[config.mk]
export PLATFORM = sky130hd
export DESIGN_NAME = ppt_cell
export DESIGN_NICKNAME = d
export VERILOG_FILES = /design/src/rtl/ppt_pkg.sv /design/src/rtl/ppt_cell.sv
export SDC_FILE = /design/constraint.sdc
export NUM_CORES = 1
export LEC_CHECK = 0
export CAP_MARGIN = 20
export CORE_AREA = 2 2 261 263
export CTS_BUF_LIST = sky130_fd_sc_hd__clkbuf_8
export DETAILED_ROUTE_END_ITERATION = 12
export DIE_AREA = 0 0 263 265
export DONT_BUFFER_PORTS = 1
export PLACE_DENSITY = 0.5
export SYNTH_ARGS = -nofsm -noshare
export SYNTH_HDL_FRONTEND = slang
export SYNTH_SLANG_ARGS = --single-unit
[constraint.sdc]
create_clock -name clk_i -period 0.8 [get_ports clk_i]
set_input_delay 0.16 -clock clk_i [delete_from_list [all_inputs] [get_ports clk_i]]
set_output_delay 0.16 -clock clk_i [all_outputs]
set_load 0.05 [all_outputs]
[src/rtl/ppt_pkg.sv]
// Package for the projective point transform: widths, codes and item types.
// Used by ppt_front, ppt_cell and projective_point_transform.
`default_nettype none
package ppt_pkg;

  localparam int unsigned COORD_BITS = 32;
  localparam int unsigned FRAC_BITS  = 16;
  localparam int unsigned COEF_BITS  = 32;
  localparam int unsigned NUM_COEFS  = 9;
  localparam int unsigned PROD_BITS  = COORD_BITS + COEF_BITS;
  localparam int unsigned SUM_BITS   = COORD_BITS + COEF_BITS + 2;
  localparam int unsigned NUM_BITS   = SUM_BITS + FRAC_BITS;
  localparam int unsigned OVF_BITS   = SUM_BITS + COORD_BITS - FRAC_BITS;
  localparam int unsigned CFG_IDX_BITS  = 3;
  localparam int unsigned CFG_DATA_BITS = 64;

  typedef enum logic [CFG_IDX_BITS-1:0] {
    CFG_ROW0_A_B      = 3'd0,
    CFG_ROW0_C_ROW1_A = 3'd1,
    CFG_ROW1_B_C      = 3'd2,
    CFG_ROW2_A_B      = 3'd3,
    CFG_ROW2_C        = 3'd4
  } cfg_reg_e;

  typedef enum logic [1:0] {
    STATUS_OK     = 2'd0,
    STATUS_W_ZERO = 2'd1,
    STATUS_SAT    = 2'd2
  } status_e;

  typedef struct packed {
    logic signed [COORD_BITS-1:0] point_x;
    logic signed [COORD_BITS-1:0] point_y;
    logic                         last_in;
  } in_item_t;

  typedef struct packed {
    logic signed [COORD_BITS-1:0] out_x;
    logic signed [COORD_BITS-1:0] out_y;
    status_e                      status;
    logic                         last_out;
  } out_item_t;

  typedef struct packed {
    logic valid;
    logic last;
    logic w_zero;
  } ctl_t;

  typedef struct packed {
    logic                  neg;
    logic                  num_neg;
    logic                  num_nz;
    logic                  ovf;
    logic [SUM_BITS-1:0]   rem;
    logic [COORD_BITS-1:0] num;
    logic [COORD_BITS-1:0] quo;
  } lane_t;

endpackage
`default_nettype wire

[src/rtl/ppt_cell.sv]
// Divider cell: one restoring quotient bit for the u and v lanes per cycle while adv_i is high.
// Depends on ppt_pkg.
`default_nettype none
module ppt_cell
  import ppt_pkg::*;
(
  input  wire logic                 clk_i,
  input  wire logic                 rst_ni,
  input  wire logic                 adv_i,
  input  wire ctl_t                 ctl_i,
  input  wire logic [SUM_BITS-1:0]  den_i,
  input  wire lane_t                lane_u_i,
  input  wire lane_t                lane_v_i,
  output ctl_t                      ctl_o,
  output logic [SUM_BITS-1:0]       den_o,
  output lane_t                     lane_u_o,
  output lane_t                     lane_v_o
);

  logic valid_q, last_q, w_zero_q;
  logic [SUM_BITS-1:0] den_q;
  lane_t lu_q, lv_q, lu_d, lv_d;

  function automatic lane_t step(input lane_t l, input logic [SUM_BITS-1:0] d);
    lane_t r;
    logic [SUM_BITS:0] rs;
    logic take;
    r    = l;
    rs   = {l.rem, l.num[COORD_BITS-1]};
    take = rs >= {1'b0, d};
    r.rem = take ? SUM_BITS'(rs - {1'b0, d}) : SUM_BITS'(rs);
    r.num = l.num << 1;
    r.quo = {l.quo[COORD_BITS-2:0], take};
    return r;
  endfunction

  always_comb begin
    lu_d = step(lane_u_i, den_i);
    lv_d = step(lane_v_i, den_i);
  end

  always_ff @(posedge clk_i or negedge rst_ni) begin
    if (!rst_ni) begin
      valid_q <= 1'b0;
    end else if (adv_i) begin
      valid_q <= ctl_i.valid;
    end
  end

  always_ff @(posedge clk_i) begin
    if (adv_i) begin
      last_q   <= ctl_i.last;
      w_zero_q <= ctl_i.w_zero;
      den_q    <= den_i;
      lu_q     <= lu_d;
      lv_q     <= lv_d;
    end
  end

  assign ctl_o.valid  = valid_q;
  assign ctl_o.last   = last_q;
  assign ctl_o.w_zero = w_zero_q;
  assign den_o        = den_q;
  assign lane_u_o     = lu_q;
  assign lane_v_o     = lv_q;

endmodule
`default_nettype wire

== After elaboration in Yosys (flattened, before gate mapping) ==
Cells that the tools add are included.
Operators by class
  add/subtract/negate cells: 2
  muxes and demuxes: 2
  magnitude comparators: 2
Operators by type and width (count)
  >= comparator 67 x 66 -> 1 bit: 2
  two-way mux 66 bit: 2
  subtractor 66 bit: 2
Word-level totals
  flip-flop bits (word level): 335
  word-level logic and storage cells: 24
  output and inout port bits: 337
  bits of input ports: 340

== Depth between registers and ports, before layout ==
  word-level depth: 2
  mapped depth: 17
  gate-level depth less buffers: 14

== Worst setup path after synthesis ==
No wires, ideal clock.
  path type: in2reg
  start: input port lane_v_i[63] in the netlist's numbering
  end: register lv_q, in the netlist lane_v_o[114] (data pin)
  data required time: 0.544 ns
  stages on the path: 14
  setup time: 0.256 ns
  slack: -2.358 ns
  data arrival time: 2.902 ns
  path buffers: 0
  cells stage by stage: inv_1 > ha_1 > inv_1 > fa_1 > a211oi_1 > o21bai_1 > o21ai_1 > o31ai_1 > a21oi_1 > o21ai_2 > a21boi_0 > o41ai_1 > or4_1 > o211a_1
RTL lines
  from (decl): line ppt_cell.sv:13  | input wire lane_t lane_v_i,
  to (signal assigned): line ppt_cell.sv:56  | lv_q <= lv_d;
  to (decl): line ppt_cell.sv:22  | lane_t lu_q, lv_q, lu_d, lv_d;

==> summary.txt <==
Yosys
  – Number of flip-flops and latches in the synthesized netlist: around 340
  – Sequential cell area fraction in the yosys report: 0.509
  – Post-synthesis async set-or-reset flop share: 0.00299
  – Dominant register cell in the synthesized netlist: sky130_fd_sc_hd__edfxtp_1
  – Distinct cell type count of the synthesized netlist: approximately 80
  – Mean cell area of the mapped netlist: 10.3 sq um
  – Gate count after technology mapping: between 1.5k and 2k
  – Post-Syn Area: slightly below 20000 sq um
  – Warnings, synthesis: 0
  – Number of enable flip-flop cells after synthesis: roughly 330

Finish
  – Filler cell count in the final layout: approximately 5.3k
  – Count of nets after finishing: 3736
  – Area Overhead vs Synth: 105%
  – Footprint of the multi-input gates: about 11000 sq um
  – Most frequent standard cell in the layout excluding fill and tap cells: sky130_fd_sc_hd__buf_4
  – Share of final-layout standard cells stronger than drive strength 1: 0.467
  – Number of cells in the finished layout apart from fillers: approximately 4.2k
  – Storage cell area: slightly above 10000 sq um
  – Leading cell types in the layout, fill and taps excluded: sky130_fd_sc_hd__buf_4, sky130_fd_sc_hd__buf_12, sky130_fd_sc_hd__edfxtp_1

Pwr
  – Leakage power total: between 0.015 and 0.02 uW
  – Switching power total: roughly 28000 uW
  – Share of power burned in registers: 0.307
  – Internal Dissipation: 49100 uW
  – Largest voltage drop on the vdd net: 0.00130 V
  – Power after layout: 76900 uW
  – Proportion of total power due to net switching: 0.362
  – Power density of the placed cells: approximately 1900 nW/um^2
  – Fraction of power consumed by combinational cells: 0.441
  – Fraction of power consumed by the clock network: 0.252

Global routing
  – Global-route wire length before repair: around 150 mm
  – Number of global-route vias before repair: 22.1k
  – Maximum number of pins on one net before global-route repair: around 340
  – Number of antenna violations at the first check in global routing: 4
  – Total congestion overflow: 0
  – GRT Total Usage: 0.291

Place
  – HPWL after detailed placement: between 70 and 80 mm
  – Number of port buffers: 0
  – Number of cells in the design after placement: ~3.6k
  – Worst slack, placed: -2.94 ns
  – Routability congestion estimate from global placement: 0.910

Floorplanning
  – IO Pins: 677
  – Die height: approximately 270 um
  – Die W: 263 um
  – Floorplan row count: 95
  – Area enclosed by the die boundary: approximately 70000 sq um
  – Initial cell density of the core: 0.296
  – Standard cell core area: approximately 67000 sq um

Setup path
  – Worst Path Class, Setup: in2reg
  – Register-to-register setup slack: -0.03 ns
  – Worst r2r src: valid_q
  – CP max FO: 5
  – WP data arrival: between 3 and 4 ns
  – Setup crit end kind: flop
  – FF-to-FF End: valid_q
  – R2R depth: 1
  – Critical path startpoint: den_i[28]
  – Critical Path Source Type: input port
  – Required arrival time at the worst endpoint: 1.18 ns

Clocking
  – Clock slew at the register clock pins of the worst setup and hold paths: approximately 0.070 ns
  – CTS max path bufs: 3
  – Clock sink count: 335
  – Clock latency on the worst-skew pair: 0.66 ns
  – Clock tree from TritonCTS: done
  – CTS root buf: sky130_fd_sc_hd__clkbuf_8
  – Level count of the clock H-tree: 3
  – Number of CTS-inserted buffers: 66

Timing
  – Slew at the pin closest to its max-slew limit: roughly 0.71 ns
  – Layout Skew: 0 ns
  – Highest attainable clock frequency: 0.375 GHz
  – Fin Hold WS: -0.389 ns
  – Slew headroom: 0.524
  – Minimum clock period: between 2 and 3 ns
  – Final Hold Viols: 200
  – Total of endpoints with negative setup slack in the final report: 470
  – Number of pins with negative max-slew slack in the final report: 0
  – Worst setup margin: -1.87 ns
  – Period utilization: 3.33
  – RSZ-0062 raised after global routing: yes

Min path
  – Worst-case hold path end point: lane_v_o[34]
  – Cell count of the worst hold path: 0
  – Path category of the worst min-delay check: in2reg
  – Hold path start: adv_i

Status
  – Run status: finished with violations
  – Failing checks: hold timing, setup timing

Drt
  – Initial detailed-routing violation count: 1640
  – Vias per cell: just over 5
  – Aggregate routed wire length: around 110 mm
  – Final routed wire length divided by cell count: between 20 and 30 um
  – Post-route DRC: 0
  – Post-DRT Antenna Nets: 0
  – DR vias: between 20k and 25k
  – First-pass DRT Iterations: 5

Job
  – # Max-Cap Violations: 0
## worst max-delay path by stage
stage	endpoint	depth (start not counted)	slack, ns
6_report	lane_u_o[129]	13	-1.87
5_1_grt	lane_u_o[129]	13	-1.88
4_1_cts	lane_v_o[114]	14	-1.88
3_5_place_dp	lane_u_o[129]	14	-2.94
3_3_place_gp	lane_u_o[129]	14	-2.87
2_1_floorplan	lane_u_o[129]	13	-2.02
## through the flow
step                 util  setup TNS, ns  instance area, sq um
finish              0.606        -428.30                 40500
floorplan               -        -262.37                 20300
detailed placement  0.482        -346.18                 32200
global route        0.606        -450.59                 40500
CTS                 0.579        -449.83                 38700
global placement    0.482        -344.76                 32200
## kinds of logic (layout without fill, tap and decap cells)
family / count (synthesis) / count (layout) / share of synthesized area
AO/OA/AOI/OAI: 599 / 600 / 0.183
XOR/XNOR: 119 / 119 / 0.0527
adder cells (fa/ha/maj): 134 / 134 / 0.0856
buffers and inverters: 208 / 1597 / 0.0430
flip-flops: 335 / 335 / 0.509
multiplexers: 13 / 13 / 0.00734
other: 1 / 6 / 0.000190
AND/OR/NAND/NOR: 514 / 514 / 0.119
## worst max-delay path, stage by stage
cell                         delay (ns)
sky130_fd_sc_hd__clkinvlp_4        0.10
sky130_fd_sc_hd__ha_4              0.27
sky130_fd_sc_hd__a21oi_2           0.13
sky130_fd_sc_hd__o21a_1            0.23
sky130_fd_sc_hd__o22ai_4           0.13
sky130_fd_sc_hd__or4_4             0.61
sky130_fd_sc_hd__a21oi_4           0.18
sky130_fd_sc_hd__a21oi_4           0.09
sky130_fd_sc_hd__a31o_4            0.26
sky130_fd_sc_hd__buf_6             0.12
sky130_fd_sc_hd__a31o_4            0.29
sky130_fd_sc_hd__buf_12            0.17
sky130_fd_sc_hd__mux2_4            0.29
## flip-flops by register name (all words and copies together), names as in the netlist
name / count
den_o: 66
lane_u_o: 133
lane_v_o: 133
last_q: 1
valid_q: 1
w_zero_q: 1
## Yosys cell counts, drive strengths merged, types with 3 or more instances
master | number | area [sq um]
or4 | 6 | 45.0
a31oi | 21 | 131
nand3 | 24 | 125
nor2 | 181 | 679
nor3b | 3 | 22.5
ha | 132 | 1650
nor4 | 7 | 43.8
xor2 | 45 | 394
and4 | 7 | 61.3
and3 | 9 | 56.3
buf | 39 | 215
o41ai | 4 | 61.3
a31o | 7 | 61.3
a21oi | 280 | 1410
edfxtp | 334 | 10000
a21boi | 7 | 56.3
inv | 108 | 405
and2 | 3 | 18.8
a221oi | 3 | 32.5
a211o | 3 | 26.3
o31ai | 12 | 95.1
nor2b | 8 | 50.1
o21ai | 106 | 538
mux2 | 12 | 135
a211oi | 15 | 113
nand2b | 11 | 68.8
a41oi | 3 | 26.3
or3 | 4 | 25.0
nor3 | 32 | 165
nand4 | 51 | 325
or2 | 4 | 25.0
o211a | 3 | 30.0
xnor2 | 74 | 648
nand2 | 158 | 593
a21o | 53 | 398
o22ai | 3 | 18.8
o21bai | 37 | 278
o211ai | 9 | 67.6
o21a | 13 | 97.6
nand3b | 4 | 30.0
clkbuf | 61 | 229
## layer usage
metal	track usage	wire length [um]	vias to the layer above
li1	-	-	9822
met2	0.529	54700	863
met1	0.324	39400	10500
met5	0	0	-
met4	0.125	5030	0
met3	0.0672	7120	200
## timing repair
| action | CTS | global route |
|---|---|---|
| setup endpoints to repair | 469 | 470 |
| setup buffers | 48 | 28 |
| endpoints found under the hold margin | 668 | 341 |
| hold buffers | 329 | 1 |
| cloned | 19 | 8 |
| pin swaps | 32 | 100 |
| resized for setup | 231 | 385 |
## final cells by class
cell class,instances,area share
Timing Repair Buffer,1369,0.398
Multi-Input combinational cell,1382,0.279
Sequential cell,335,0.248
Tap cell,873,0.0270
Clock buffer,67,0.0228
Inverter,108,0.0125
Clock inverter,53,0.0120
Antenna cell,4,0.000247
## power by group through the flow
| stage | clock (uW) | sequential [uW] | combinational [uW] |
|---|---|---|---|
| after global routing | 20400 | 23700 | 35300 |
| after floorplan | 0 | 29500 | 7360 |
| after global placement | 0 | 23900 | 28200 |
| after detailed placement | 0 | 23900 | 28300 |
| after CTS | 19600 | 23600 | 31900 |
| final | 19400 | 23600 | 33900 |
(Power assumes the default switching activity.)
